File: src/rtl/rpt_pkg.sv
// types, widths and register map of the rigid point transform filter
// depends on nothing; imported by every module of the block
`timescale 1ns / 1ps

package rpt_pkg;

   localparam int COORD_W = 32;
   localparam int COEF_W  = 16;
   localparam int ROW_W   = 3 * COEF_W;
   localparam int FRAC_W  = 14;
   localparam int PROD_W  = COEF_W + COORD_W;
   localparam int ACC_W   = PROD_W + 2;
   localparam int SQ_W    = 2 * COORD_W;
   localparam int DATA_W  = 64;
   localparam int ADDR_W  = 6;

   localparam logic [ROW_W-1:0] ROT_X_RESET = 48'h0000_0000_4000;
   localparam logic [ROW_W-1:0] ROT_Y_RESET = 48'h0000_4000_0000;
   localparam logic [ROW_W-1:0] ROT_Z_RESET = 48'h4000_0000_0000;

   // register index, byte address is eight times the index
   typedef enum logic [2:0] {
      CSR_ROT_X     = 3'd0,
      CSR_ROT_Y     = 3'd1,
      CSR_ROT_Z     = 3'd2,
      CSR_TRANS_XY  = 3'd3,
      CSR_TRANS_Z   = 3'd4,
      CSR_RANGE_LIM = 3'd5,
      CSR_RANGE_EN  = 3'd6
   } csr_index_type;

   typedef struct packed {
      logic signed [COORD_W-1:0] px;
      logic signed [COORD_W-1:0] py;
      logic signed [COORD_W-1:0] pz;
      logic                      point_invalid;
   } req_type;

   typedef struct packed {
      logic signed [COORD_W-1:0] qx;
      logic signed [COORD_W-1:0] qy;
      logic signed [COORD_W-1:0] qz;
   } rsp_type;

   // configuration as seen by the datapath
   typedef struct packed {
      logic [ROW_W-1:0]          rot_x;
      logic [ROW_W-1:0]          rot_y;
      logic [ROW_W-1:0]          rot_z;
      logic signed [COORD_W-1:0] trans_x;
      logic signed [COORD_W-1:0] trans_y;
      logic signed [COORD_W-1:0] trans_z;
      logic [COORD_W-1:0]        range_limit;
      logic                      range_enable;
   } cfg_type;

endpackage

File: src/rtl/rpt_lane.sv
// one output coordinate: multiply, sum with translation, round and saturate
// depends on rpt_pkg; three register stages, last one drives the result
`timescale 1ns / 1ps

module rpt_lane
   import rpt_pkg::*;
(
   input  logic                      clock,
   input  logic [ROW_W-1:0]          row,
   input  logic signed [COORD_W-1:0] trans,
   input  logic signed [COORD_W-1:0] px,
   input  logic signed [COORD_W-1:0] py,
   input  logic signed [COORD_W-1:0] pz,
   output logic signed [COORD_W-1:0] q
);

   localparam logic signed [ACC_W-1:0] ROUND_HALF = ACC_W'(1) << (FRAC_W - 1);
   localparam int SHIFT_W = ACC_W - FRAC_W;

   logic signed [PROD_W-1:0]  prod_in [3];
   logic signed [PROD_W-1:0]  prod_ff [3];
   logic signed [COORD_W-1:0] trans_ff;
   logic signed [ACC_W-1:0]   acc_in;
   logic signed [ACC_W-1:0]   acc_ff;
   logic [SHIFT_W-1:0]        shifted;
   logic signed [COORD_W-1:0] q_in;
   logic signed [COORD_W-1:0] q_ff;

   // stage 1: coefficient times coordinate
   always_comb begin
      prod_in[0] = PROD_W'($signed(row[COEF_W-1:0])) * PROD_W'(px);
      prod_in[1] = PROD_W'($signed(row[2*COEF_W-1:COEF_W])) * PROD_W'(py);
      prod_in[2] = PROD_W'($signed(row[3*COEF_W-1:2*COEF_W])) * PROD_W'(pz);
   end

   // stage 2: sum of products, aligned translation and rounding half
   always_comb begin
      acc_in = {{(ACC_W-PROD_W){prod_ff[0][PROD_W-1]}}, prod_ff[0]}
             + {{(ACC_W-PROD_W){prod_ff[1][PROD_W-1]}}, prod_ff[1]}
             + {{(ACC_W-PROD_W){prod_ff[2][PROD_W-1]}}, prod_ff[2]}
             + {{(ACC_W-COORD_W-FRAC_W){trans_ff[COORD_W-1]}}, trans_ff, {FRAC_W{1'b0}}}
             + ROUND_HALF;
   end

   // stage 3: floor shift and saturate to the coordinate width
   always_comb begin
      shifted = acc_ff[ACC_W-1:FRAC_W];
      if (&shifted[SHIFT_W-1:COORD_W-1] || !(|shifted[SHIFT_W-1:COORD_W-1])) begin
         q_in = shifted[COORD_W-1:0];
      end else if (shifted[SHIFT_W-1]) begin
         q_in = {1'b1, {(COORD_W-1){1'b0}}};
      end else begin
         q_in = {1'b0, {(COORD_W-1){1'b1}}};
      end
   end

   // payload registers
   always_ff @(posedge clock) begin
      prod_ff  <= prod_in;
      trans_ff <= trans;
      acc_ff   <= acc_in;
      q_ff     <= q_in;
   end

   assign q = q_ff;

endmodule

File: config.mk
export PLATFORM = sky130hd
export DESIGN_NAME = rpt_lane
export DESIGN_NICKNAME = d
export VERILOG_FILES = /design/src/rtl/rpt_pkg.sv /design/src/rtl/rpt_lane.sv
export SDC_FILE = /design/constraint.sdc
export NUM_CORES = 2
export LEC_CHECK = 0
export BUFFER_PORTS_ARGS = -buffer_cell sky130_fd_sc_hd__buf_2
export CORE_ASPECT_RATIO = 0.75
export CORE_MARGIN = 5
export CORE_UTILIZATION = 55
export CTS_CLUSTER_DIAMETER = 100
export DETAILED_ROUTE_END_ITERATION = 10
export HOLD_SLACK_MARGIN = 0.05
export PLACE_DENSITY = 0.79
export SETUP_SLACK_MARGIN = 0.05
export SKIP_CTS_REPAIR_TIMING = 1
export SKIP_LAST_GASP = 1
export SYNTH_ARGS = -nofsm -noshare
export SYNTH_HDL_FRONTEND = slang
export SYNTH_SLANG_ARGS = --single-unit
File: constraint.sdc
create_clock -name clock -period 8 [get_ports clock]
set_input_delay 1.6 -clock clock [delete_from_list [all_inputs] [get_ports clock]]
set_output_delay 1.6 -clock clock [all_outputs]
set_load 0.03 [all_outputs]
==> flow_metrics.tcl <==
set metrics [dict create \
    dpl.cell_count 8239 \
    insertion_delay_ns 0.55 \
    grtUsageTotal_pct 27.4 \
    die_y_um 301 \
    synth.distinct_cells 69 \
    crit_chain "buf_2 -> nand2_1 -> fa_1 -> fa_1 -> fa_1 -> inv_1 -> fa_1 -> fa_1 -> inv_1 -> fa_1 -> inv_1 -> ha_1 -> a21oi_1 -> a21boi_0 -> a311oi_1 -> o21ai_0 -> o211ai_1 -> a31oi_1 -> a21bo_2 -> a21bo_2 -> a311oi_1 -> xnor2_1" \
    drt_pre_antenna_iters 8 \
    critPathKind "input pin to register" \
    avgSynthCellArea_sq_um 9.30 \
    htreeDepth 1 \
    drtIter0Drc 4072 \
    wl_per_cell_um 19.1 \
    ys_async_sr_fraction_pct 0 \
    place_ws_ns -0.198 \
    rows 106 \
    drtAntennaViolNets 0 \
    hold_path_class "register to register" \
    clock_path_buffers 3 \
    drv_slew 0 \
    ys_seq_area_share_pct 7.88 \
    holdWs_ns 0.412 \
    fin_cells 8283 \
    drv_cap 0 \
    timing.final.crit_share_pct 94.9 \
    drc 0 \
    crit_required_ns 8.48 \
    worstMarginPinSlew_ns 0.693 \
    area_delta_synth_final_pct 6.03 \
    hold_viol 0 \
    crit_slowest_cell "fa_1" \
    synth_seq_cells 244 \
    finClkSkew_ns 0.0117 \
    drt-vias-per-instance 5.45 \
    cts_sinks 244 \
    coreArea_sq_um 112000 \
    antenna_found_initial 5 \
    timing.final.ws_setup_ns 0.406 \
    final_area_sq_um 65700 \
    relSlewSlack_pct 53.8 \
    fmax_ghz 0.132 \
    ys_warn_count 0 \
    final_common_cell "inv_1" \
    fin_nets 8870 \
    die_w_um 398 \
    path_clk_slew_ns 0.07 \
    hpwl_um 134000 \
    synth_edf_count 0 \
    cts_tree "built" \
    status "finished clean" \
    grt_pass1_wl_um 260000 \
    wl_um 158000 \
    synth-main-ff-cell "dfxtp_1" \
    root_buffer "clkbuf_16" \
    critPathMaxStageDelay_ns 0.54 \
    period_needed_ns 7.59 \
    dieArea_sq_um 120000 \
    critPathArrivalTime_ns 8.07 \
    grt_max_degree 33 \
    end_kind "register" \
    ios 209 \
    initial_core_util_pct 55.5 \
    dpl_cell_area_sq_um 64900 \
    final_cell_mix "inv_1 (1,634), fa_1 (1,540), nand2_1 (898), and2_1 (618), ha_1 (401)" \
    syn_inst 6667 \
    startpoint_type "input pin" \
    gr-total-overflow 0 \
    rsz0062_at_grt "false" \
    place_congestion 0.944 \
    vias 45200 \
    syn_area_sq_um 62000 \
    drive_above_1_share_pct 5.92 \
    grt_pass1_vias 49300 \
    numCtsBuffers 23 \
    crit_top_cell "fa_1" \
    port_buffers 208 \
    setup_violations 0 \
    cp_max_fo 17 \
    synth_fp_nets 8785 \
]
[state kept, by name, indices dropped and copies added, names as in the netlist]
name and flops:
acc_ff 36, q 32, trans_ff 32, prod_ff 144
[synthesized netlist by cell type (15+ instances only)]
| cell type | count | area (sq um) |
|---|---|---|
| nand3_1 | 33 | 165 |
| nor2b_1 | 23 | 144 |
| o21bai_1 | 34 | 255 |
| fa_1 | 1540 | 30800 |
| nor2_1 | 156 | 586 |
| ha_1 | 401 | 5020 |
| dfxtp_1 | 244 | 4880 |
| inv_1 | 1634 | 6130 |
| nor3_1 | 21 | 105 |
| xor2_1 | 46 | 403 |
| a31oi_1 | 19 | 119 |
| o21a_1 | 21 | 158 |
| a21o_1 | 126 | 946 |
| and2_1 | 618 | 3870 |
| nand2_1 | 898 | 3370 |
| xnor2_1 | 140 | 1230 |
| and3_1 | 15 | 93.8 |
| o21ai_0 | 76 | 380 |
| clkbuf_1 | 267 | 1000 |
| nand4_1 | 26 | 163 |
| nand2b_1 | 34 | 213 |
| a21oi_1 | 156 | 781 |
| a211oi_1 | 18 | 135 |
[routing by layer]
metal	vias up	share of wire, %	track usage, %	wire (um)
met4	4	3.2	7.19	5060
met3	345	12	7.99	19000
met2	2338	43	41.0	67800
met1	22900	42	39.2	66200
met5	-	0.020	0.122	31
li1	19600	-	-	-
[final cells by class]
type | count | area (sq um)
well taps | 1512 | 1890
flip-flops and latches | 244 | 4880
fillers | 9363 | 46000
multi-input cells | 4514 | 49900
inverters | 1636 | 6140
repair buffers | 333 | 2050
clock buffers | 28 | 634
diodes | 2 | 5.00
clock inverters | 14 | 163
[critical path, delay by kind of cell]
| family | cells | cell delay [ns] |
|---|---|---|
| adder cells (fa/ha/maj) | 7 | 3.41 |
| AO/OA/AOI/OAI | 9 | 2.22 |
| buffers and inverters | 4 | 0.54 |
| XOR/XNOR | 1 | 0.15 |
| AND/OR/NAND/NOR | 1 | 0.14 |
[stage by stage]
stage	util, %	setup TNS, ns
after floorplan	-	0
after global placement	58.1	-0.0803
after detailed placement	58.1	-1.16
after CTS	58.8	0
after global routing	58.8	0
final	58.8	0
[path summary, 6_finish.rpt]
| kind | slack [ns] | endpoint | cells after the start | from |
|---|---|---|---|---|
| setup reg to reg | 3.61 | acc_ff[30]$_DFF_P_ | 13 | prod_ff[110]$_DFF_P_ |
| hold reg to reg | 0.41 | q[31]$_DFF_P_ | 0 | acc_ff[49]$_DFF_P_ |
| setup / recovery | 0.41 | prod_ff[140]$_DFF_P_ | 22 | row[2] |
| hold / removal | 0.41 | q[31]$_DFF_P_ | 0 | acc_ff[49]$_DFF_P_ |
[cells by family (layout without fill, tap and decap cells)]
kind of cell,Yosys count,after routing,share of synthesized area [%]
other,0,2,0
buffers and inverters,1909,2011,11.6
adders and majority gates,1941,1941,57.8
DFF,244,244,7.88
xor gates and xnor gates,186,186,2.63
AOI/OAI and AO/OA,542,542,5.75
and+or+nand+nor,1845,1845,14.3
Power is left out: the tool's default activity adds up to more than one toggle a clock period on the data nets, which glitch-free logic cannot reach.
