File: src/rtl/rpt_pkg.sv
// types, widths and register map of the rigid point transform filter
// depends on nothing; imported by every module of the block
`timescale 1ns / 1ps

package rpt_pkg;

   localparam int COORD_W = 32;
   localparam int COEF_W  = 16;
   localparam int ROW_W   = 3 * COEF_W;
   localparam int FRAC_W  = 14;
   localparam int PROD_W  = COEF_W + COORD_W;
   localparam int ACC_W   = PROD_W + 2;
   localparam int SQ_W    = 2 * COORD_W;
   localparam int DATA_W  = 64;
   localparam int ADDR_W  = 6;

   localparam logic [ROW_W-1:0] ROT_X_RESET = 48'h0000_0000_4000;
   localparam logic [ROW_W-1:0] ROT_Y_RESET = 48'h0000_4000_0000;
   localparam logic [ROW_W-1:0] ROT_Z_RESET = 48'h4000_0000_0000;

   // register index, byte address is eight times the index
   typedef enum logic [2:0] {
      CSR_ROT_X     = 3'd0,
      CSR_ROT_Y     = 3'd1,
      CSR_ROT_Z     = 3'd2,
      CSR_TRANS_XY  = 3'd3,
      CSR_TRANS_Z   = 3'd4,
      CSR_RANGE_LIM = 3'd5,
      CSR_RANGE_EN  = 3'd6
   } csr_index_type;

   typedef struct packed {
      logic signed [COORD_W-1:0] px;
      logic signed [COORD_W-1:0] py;
      logic signed [COORD_W-1:0] pz;
      logic                      point_invalid;
   } req_type;

   typedef struct packed {
      logic signed [COORD_W-1:0] qx;
      logic signed [COORD_W-1:0] qy;
      logic signed [COORD_W-1:0] qz;
   } rsp_type;

   // configuration as seen by the datapath
   typedef struct packed {
      logic [ROW_W-1:0]          rot_x;
      logic [ROW_W-1:0]          rot_y;
      logic [ROW_W-1:0]          rot_z;
      logic signed [COORD_W-1:0] trans_x;
      logic signed [COORD_W-1:0] trans_y;
      logic signed [COORD_W-1:0] trans_z;
      logic [COORD_W-1:0]        range_limit;
      logic                      range_enable;
   } cfg_type;

endpackage

File: src/rtl/rpt_csr.sv
// configuration registers behind the APB-style port
// depends on rpt_pkg
`timescale 1ns / 1ps

module rpt_csr
   import rpt_pkg::*;
(
   input  logic              clock,
   input  logic              reset,
   input  logic              psel,
   input  logic              penable,
   input  logic              pwrite,
   input  logic [ADDR_W-1:0] paddr,
   input  logic [DATA_W-1:0] pwdata,
   output logic [DATA_W-1:0] prdata,
   output logic              pready,
   output cfg_type           cfg
);

   cfg_type       cfg_ff;
   csr_index_type index;
   logic          wr_en;

   assign index  = csr_index_type'(paddr[ADDR_W-1:3]);
   assign wr_en  = psel && penable && pwrite;
   assign pready = 1'b1;
   assign cfg    = cfg_ff;

   // register writes, unknown index ignored
   always_ff @(posedge clock) begin
      if (reset) begin
         cfg_ff.rot_x        <= ROT_X_RESET;
         cfg_ff.rot_y        <= ROT_Y_RESET;
         cfg_ff.rot_z        <= ROT_Z_RESET;
         cfg_ff.trans_x      <= '0;
         cfg_ff.trans_y      <= '0;
         cfg_ff.trans_z      <= '0;
         cfg_ff.range_limit  <= '0;
         cfg_ff.range_enable <= 1'b0;
      end else if (wr_en) begin
         case (index)
            CSR_ROT_X: begin
               cfg_ff.rot_x <= pwdata[ROW_W-1:0];
            end
            CSR_ROT_Y: begin
               cfg_ff.rot_y <= pwdata[ROW_W-1:0];
            end
            CSR_ROT_Z: begin
               cfg_ff.rot_z <= pwdata[ROW_W-1:0];
            end
            CSR_TRANS_XY: begin
               cfg_ff.trans_x <= pwdata[COORD_W-1:0];
               cfg_ff.trans_y <= pwdata[2*COORD_W-1:COORD_W];
            end
            CSR_TRANS_Z: begin
               cfg_ff.trans_z <= pwdata[COORD_W-1:0];
            end
            CSR_RANGE_LIM: begin
               cfg_ff.range_limit <= pwdata[COORD_W-1:0];
            end
            CSR_RANGE_EN: begin
               cfg_ff.range_enable <= pwdata[0];
            end
            default: begin
            end
         endcase
      end
   end

   // read-back mux
   always_comb begin
      prdata = '0;
      case (index)
         CSR_ROT_X:     prdata = {{(DATA_W-ROW_W){1'b0}}, cfg_ff.rot_x};
         CSR_ROT_Y:     prdata = {{(DATA_W-ROW_W){1'b0}}, cfg_ff.rot_y};
         CSR_ROT_Z:     prdata = {{(DATA_W-ROW_W){1'b0}}, cfg_ff.rot_z};
         CSR_TRANS_XY:  prdata = {cfg_ff.trans_y, cfg_ff.trans_x};
         CSR_TRANS_Z:   prdata = {{(DATA_W-COORD_W){1'b0}}, cfg_ff.trans_z};
         CSR_RANGE_LIM: prdata = {{(DATA_W-COORD_W){1'b0}}, cfg_ff.range_limit};
         CSR_RANGE_EN:  prdata = {{(DATA_W-1){1'b0}}, cfg_ff.range_enable};
         default:       prdata = '0;
      endcase
   end

endmodule

File: config.mk
export PLATFORM = sky130hd
export DESIGN_NAME = rpt_csr
export DESIGN_NICKNAME = d
export VERILOG_FILES = /design/src/rtl/rpt_pkg.sv /design/src/rtl/rpt_csr.sv
export SDC_FILE = /design/constraint.sdc
export NUM_CORES = 1
export LEC_CHECK = 0
export CAP_MARGIN = 20
export CORE_ASPECT_RATIO = 1.25
export CORE_MARGIN = 2
export CORE_UTILIZATION = 46
export DETAILED_ROUTE_END_ITERATION = 6
export DONT_BUFFER_PORTS = 1
export PLACE_DENSITY = 0.6
export SYNTH_ARGS = -nofsm -noshare
export SYNTH_HDL_FRONTEND = slang
export SYNTH_SLANG_ARGS = --single-unit
File: constraint.sdc
create_clock -name clock -period 1.5 [get_ports clock]
set_input_delay 0.075 -clock clock [delete_from_list [all_inputs] [get_ports clock]]
set_output_delay 0.075 -clock clock [all_outputs]
set_load 0.02 [all_outputs]
==> results by group, run 1 <==
Timing
  • Min cycle time layout: 1740 ps
  • Slew @ Worst Pin: 601 ps
  • Slew margin rel.: 60.0%
  • RSZ-0062 raised after global routing: yes
  • Setup TNS: -6100 ps
  • Clk_skew: 0 ps
  • Setup Viol. Count Final: 47
  • Final WS setup: -243 ps
  • Count of final hold-check violations: 0
  • Slew Limit Fails: 0
  • Final period util: 116%
  • Max Clock Freq: 574 MHz

Job
  • Max-cap violations: 0

Critical path
  • WP data required: 1420 ps
  • Worst R2R Path Depth: 3
  • Crit. Startpoint: cfg[76]$_SDFFE_PP0P_
  • Crit. End Element: output pin
  • Startpoint Class: register
  • RR Startpoint: cfg[124]$_SDFFE_PP0P_
  • Stages on worst setup path: 2
  • CP top delay family: multiplexers
  • Crit-path max FO: 3
  • Worst setup path category: register to output pin
  • Worst EP arrival: 1670 ps
  • CP peak stage delay: 520 ps
  • WP buf/inv: 0
  • CP Cell Sequence: mux4_2 -> and2_4
  • Reg-to-Reg End: cfg[124]$_SDFFE_PP0P_
  • Slowest CP cell: mux4_2
  • Worst Setup EP: prdata[43]
  • R2R setup slack: 70 ps

Place
  • Cell count after placement: 1660
  • Dpl hpwl: 27000 µm
  • Post-Place Setup Slack: 223 ps
  • Gpl congestion: 0.798
  • Port bufs: 0

Floorplanning
  • DIE WIDTH: 153 µm
  • Initial core utilization: 46.6%
  • Die ar.: 29300 µm²
  • Core Area: 27600 µm²
  • Die Y: 191 µm
  • I/O pins: 413
  • Row count: 68

Global route
  • Pin count of the biggest net entering global routing: 207
  • Most Crowded Layer GR: met2
  • GRT overflow: 0
  • First-pass GRT wire length: 70700 µm
  • Met1 usage: 34.7%
  • Total GRT Usage: 30.5%
  • Initial antenna violation count: 0
  • Global routing usage on met3: 7.89%
  • Met2 Use GR: 55.1%
  • Vias in the first global route: 12000

Clocking
  • CTS tree: done
  • Root buf cell: clkbuf_16
  • Clock sink count: 273
  • Num CTS Buffers: 29
  • Clk slew on worst S/H paths: 60 ps
  • CTS H-tree depth: 1
  • Clock buffer depth: 3
  • Clock latency at the later pin of the worst-skew pair: 550 ps

Worst hold path
  • Hold Path Class: input port to register

Yosys
  • Warnings from Yosys: 0
  • Post-Syn Instances: 1288
  • Yosys reg bits: 273
  • Syn_area_per_cell: 9.97 µm²
  • Mapped Area: 12800 µm²
  • Seq/Total Area, Yosys: 42.5%
  • Syn nets: 1363
  • Post-synthesis cell type count: 40

Final layout
  • Final Core Density: 65.9%
  • Layout cells sized above 1: 27.7%
  • Fin nets: 1675
  • Largest register FFs: 273
  • Layout Cells excl Fill: 1966
  • Area grow syn2layout: 41.4%
  • N_diodes: 0

Detailed routing
  • DR iter-0 viols: 804
  • DR vias: 11300
  • Remaining routing DRC violations: 0
  • Vias per cell: 5.76
  • Avg WL per Cell: 24.0 µm
  • Total wire length: 47100 µm
  • Remaining antenna violation count: 0
  • Detailed-router iteration count before antenna repair: 6

Outcome
  • Failing checks: negative setup slack
  • Status: complete, but fails checks

Power and ir drop
  • Leakage: 7.68 nW
  • Maximum VDD drop: 0.776 mV
  • Pwr/cell area: 854 nW/µm²
through the flow:
| step | total power (W) | instance area [µm²] | hold WS (ps) |
|---|---|---|---|
| CTS | 0.0156 | 18000 | 50.9 |
| detailed placement | 0.00836 | 13900 | 165 |
| finish | 0.0155 | 18200 | 1.08 |
| global placement | 0.00836 | 13900 | 161 |
| global route | 0.0159 | 18200 | 14.4 |
| floorplan | 0.00826 | 12800 | 223 |
worst min path at each step:
stage / start / cells after the start / slack (ps) / to
3_3_place_gp: reset / 1 / 160 / cfg[76]$_SDFFE_PP0P_
5_1_grt: pwdata[46] / 3 / 10 / cfg[271]$_SDFFE_PP0P_
3_5_place_dp: reset / 1 / 160 / cfg[76]$_SDFFE_PP0P_
2_1_floorplan: pwdata[3] / 2 / 220 / cfg[100]$_SDFFE_PP0P_
4_1_cts: paddr[4] / 4 / 50 / cfg[64]$_SDFFE_PP0P_
6_report: pwdata[46] / 3 / 1 / cfg[271]$_SDFFE_PP0P_
what timing repair did:
action | in CTS | in global routing
pin swaps | 31 | 16
setup endpoints to repair | 48 | 60
hold buffers | 260 | 2
hold endpoints to repair | 273 | 15
resized for setup | 257 | 55
setup buffers | 0 | 6
cell usage after synthesis, drive strengths merged:
| master | number | area (µm²) |
|---|---|---|
| a31oi | 1 | 6.26 |
| o22ai | 4 | 25.0 |
| nand2b | 256 | 1600 |
| nor3b | 1 | 7.51 |
| nor3 | 3 | 20.0 |
| a22oi | 12 | 90.1 |
| o2bb2ai | 12 | 105 |
| conb | 1 | 3.75 |
| and3 | 16 | 100 |
| nor2 | 20 | 75.1 |
| a221oi | 3 | 26.3 |
| a21oi | 67 | 335 |
| a221o | 13 | 130 |
| o22a | 1 | 8.76 |
| and4 | 1 | 8.76 |
| nand4b | 1 | 8.76 |
| o21ai | 65 | 325 |
| and4b | 1 | 10.0 |
| dfxtp | 273 | 5470 |
| inv | 1 | 3.75 |
| o221ai | 12 | 105 |
| mux2i | 257 | 2570 |
| mux2 | 26 | 293 |
| mux4 | 16 | 360 |
| nand2 | 19 | 86.3 |
| clkinv | 2 | 7.51 |
| clkbuf | 57 | 214 |
| nor4b | 1 | 8.76 |
| nand3 | 65 | 325 |
| and2b | 1 | 7.51 |
| and2 | 18 | 115 |
| buf | 60 | 382 |
| nor2b | 2 | 12.5 |
layout by cell type, fill, tap and decap left out, drive strengths merged, types with 26 or more instances in the layout:
cell type,n
mux2,26
dfxtp,273
nand2b,256
o21ai,65
nand3,65
dlygate4sd3,249
clkbuf,40
mux2i,257
a21oi,67
buf,146
layer usage:
metal / vias up / share of wire (%)
li1: 5155 / -
met1: 5577 / 37
met2: 490 / 51
met3: 100 / 8.5
met4: 0 / 3.4
met5: - / 0
final cells by class:
class,instances,area (µm²)
tap,350,438
timing repair buffer,398,3840
fill,2188,9410
multi-input combinational,895,7160
clock inverter,7,91.3
clock buffer,40,827
sequential,273,5790
inverter,3,11.3
cells by family after synthesis:
kind of cell,count (synthesis),share of synthesized area [%]
AND/OR/NAND/NOR,405,18.6
multiplexers,299,25.1
flip-flops,273,42.5
AO/OA/AOI/OAI,190,9.01
buffers and inverters,120,4.72
other,1,0.0292
where the power goes:
part | total [W] | leakage, nW | switching [W] | internal (W)
clock | 0.00712 | 0.451 | 0.00298 | 0.00414
sequential | 0.00730 | 2.29 | 0.0000948 | 0.00721
combinational | 0.00109 | 4.94 | 0.000568 | 0.000518
tightest hold or removal path, delay by kind of cell:
kind,cells,cell delay [ps]
buf+inv,1,270
simple gates,1,100
mux,1,70
Note: power is estimated with default switching activity, not from simulation.
==> run 2, diff against run 1 <==
Clock period 1.5 ns to 2.24 ns, I/O delays scaled along.
==> results by group, run 2 (synthesis gave the netlist of run 1 again) <==
Outcome
  • Status: finished clean

Final layout
  • N_diodes: 0 (unchanged)
  • Layout cells sized above 1: 8.96% (-19 points)
  • Fin nets: 1533 (-8.5%)
  • Filler cells: 2373 (+8.5%)
  • Most common cell after layout, fill and taps aside: dfxtp_1
  • Most frequent cells in the layout: 273 x dfxtp_1, 257 x mux2i_1, 255 x nand2b_1, 217 x dlygate4sd3_1, 67 x a21oi_1
  • Final Core Density: 58.3% (-7.5 points)
  • Largest register FFs: 273 (unchanged)
  • Layout Cells excl Fill: 1824 (-7.2%)
  • Area grow syn2layout: 25.2%

Critical path
  • Crit-path max FO: 3 (unchanged)
  • Worst Setup EP: prdata[0]
  • Crit. End Element: output pin
  • R2R setup slack: 240 ps (+170 ps)
  • Startpoint Class: register
  • CP top delay family: compound AO/OA/AOI/OAI gates
  • Worst setup path category: register to output pin
  • Slowest CP cell: o221ai_1
  • WP data required: 2130 ps (+710 ps)
  • CP peak stage delay: 590 ps (+70 ps)
  • Stages on worst setup path: 3 (+1)
  • CP Cell Sequence: mux2i_1 -> o22a_1 -> o221ai_1
  • WP buf/inv: 0 (unchanged)
  • RR Startpoint: cfg[256]$_SDFFE_PP0P_
  • Crit. Startpoint: cfg[1]$_SDFFE_PP0P_
  • Worst R2R Path Depth: 4 (+1)
  • Worst EP arrival: 1970 ps (+300 ps)
  • Reg-to-Reg End: cfg[256]$_SDFFE_PP0P_

Floorplanning
  • Die Y: 191 µm (unchanged)
  • Core Area: 27600 µm² (unchanged)
  • DIE WIDTH: 153 µm (unchanged)
  • Initial core utilization: 46.6% (unchanged)
  • Row count: 68 (unchanged)
  • I/O pins: 413 (unchanged)
  • Die ar.: 29300 µm² (unchanged)

Timing
  • Slew margin rel.: 46.2% (-14 points)
  • Min cycle time layout: 2080 ps
  • Slew @ Worst Pin: 808 ps (+207 ps)
  • Final period util: 93.0%
  • Slew Limit Fails: 0 (unchanged)
  • Setup TNS: 0 ps (+6100 ps)
  • Clk_skew: 0 ps (unchanged)
  • Count of final hold-check violations: 0 (unchanged)
  • Hold WS: 45.6 ps (+44.5 ps)
  • RSZ-0062 raised after global routing: no
  • Max Clock Freq: 480 MHz
  • Setup Viol. Count Final: 0 (-100%)

Clocking
  • CTS tree: done
  • Clock buffer depth: 3 (unchanged)
  • Num CTS Buffers: 28 (-3.4%)
  • Root buf cell: clkbuf_16
  • Post-CTS Setup Bufs: 0 (unchanged)
  • CTS H-tree depth: 1 (unchanged)
  • Clock sink count: 273 (unchanged)
  • Clk slew on worst S/H paths: 60 ps (about the same)
  • Clock latency at the later pin of the worst-skew pair: 530 ps (-20 ps)

Place
  • Port bufs: 0 (unchanged)
  • Gpl congestion: 0.774 (-3.0%)
  • Cell count after placement: 1560 (-6.0%)
  • Dpl hpwl: 26200 µm (-3.1%)

Power and ir drop
  • Maximum VDD drop: 0.583 mV (-25%)
  • Leakage: 6.94 nW (-9.7%)
  • Pwr/cell area: 621 nW/µm² (-27%)
  • Overall power: 0.00998 W (-36%)

Global route
  • Vias in the first global route: 11100 (-7.9%)
  • GRT overflow: 0 (unchanged)
  • Initial antenna violation count: 0 (unchanged)
  • Total GRT Usage: 29.4% (-1.1 points)
  • First-pass GRT wire length: 67400 µm (-4.8%)
  • Pin count of the biggest net entering global routing: 192 (-7.2%)

Worst hold path
  • HP Start: paddr[4]
  • Hold Path Class: input port to register

Detailed routing
  • Vias per cell: 5.86 (+1.8%)
  • Remaining routing DRC violations: 0 (unchanged)
  • Remaining antenna violation count: 0 (unchanged)
  • DR vias: 10700 (-5.5%)
  • Detailed-router iteration count before antenna repair: 5 (-1)
  • Total wire length: 45200 µm (-4.0%)
  • DR iter-0 viols: 673 (-16%)
  • Avg WL per Cell: 24.8 µm (+3.5%)

Job
  • Max-cap violations: 0 (unchanged)
==> run 2: changes by cell type in the layout (fill, tap and decap cells not counted), sizes merged <==
cell / change
bufinv: -2
inv: -1
dlymetal6s4s: -3
buf: -106
clkbuf: +3
clkinvlp: -1
dlygate4sd3: -32
==> run 2: cell type report <==
class	count	area [µm²]	area share [%]
sequential	273	5470	34.0
multi-input combinational	895	6810	42.3
clock buffer	43	818	5.09
inverter	3	11.3	0.0700
timing repair buffer	257	2530	15.7
clock inverter	3	15.0	0.0933
tap	350	438	2.72
==> run 2: worst min-delay path by stage <==
stage               cells after the start  slack (ps)                     to
detailed placement                      1         200   cfg[75]$_SDFFE_PP0P_
finish                                  3          50  cfg[231]$_SDFFE_PP0P_
CTS                                     3          30  cfg[234]$_SDFFE_PP0P_
global placement                        1         200   cfg[71]$_SDFFE_PP0P_
floorplan                               2         260  cfg[100]$_SDFFE_PP0P_
global route                            3          30  cfg[234]$_SDFFE_PP0P_
==> run 2: per-layer routing <==
layer / share of wire (%) / GRT usage, % / up-vias
li1: - / - / 4861
met1: 38 / 34.2 / 5233
met2: 49 / 51.5 / 513
met3: 9.2 / 8.70 / 90
met4: 3.4 / 10.3 / 0
met5: 0 / 0 / -
==> run 2: repair_timing <==
action,4_1_cts,5_1_grt
hold buffers,218,0
endpoints found under the hold margin,273,0
gates resized for setup,0,0
==> run 2: through the flow <==
step	cell area [µm²]	setup WS, ps
2_1_floorplan	12800	775
3_3_place_gp	13100	595
3_5_place_dp	13100	574
4_1_cts	16100	156
5_1_grt	16100	101
6_report	16100	157
==> run 2: power by group <==
group | leakage (nW) | total, W | switching [W] | internal (W)
logic | 4.33 | 0.000636 | 0.000340 | 0.000296
clock network | 0.410 | 0.00437 | 0.00189 | 0.00248
registers | 2.20 | 0.00498 | 0.0000842 | 0.00489
total | 6.94 | 0.00998 | 0.00231 | 0.00767
==> run 2: worst reg2reg max path, cell delays in order, from the launching register on <==
cell           delay (ps)
dfxtp_1               600
nand2b_1               90
dlygate4sd3_1         560
mux2i_1               130
dlygate4sd3_1         560
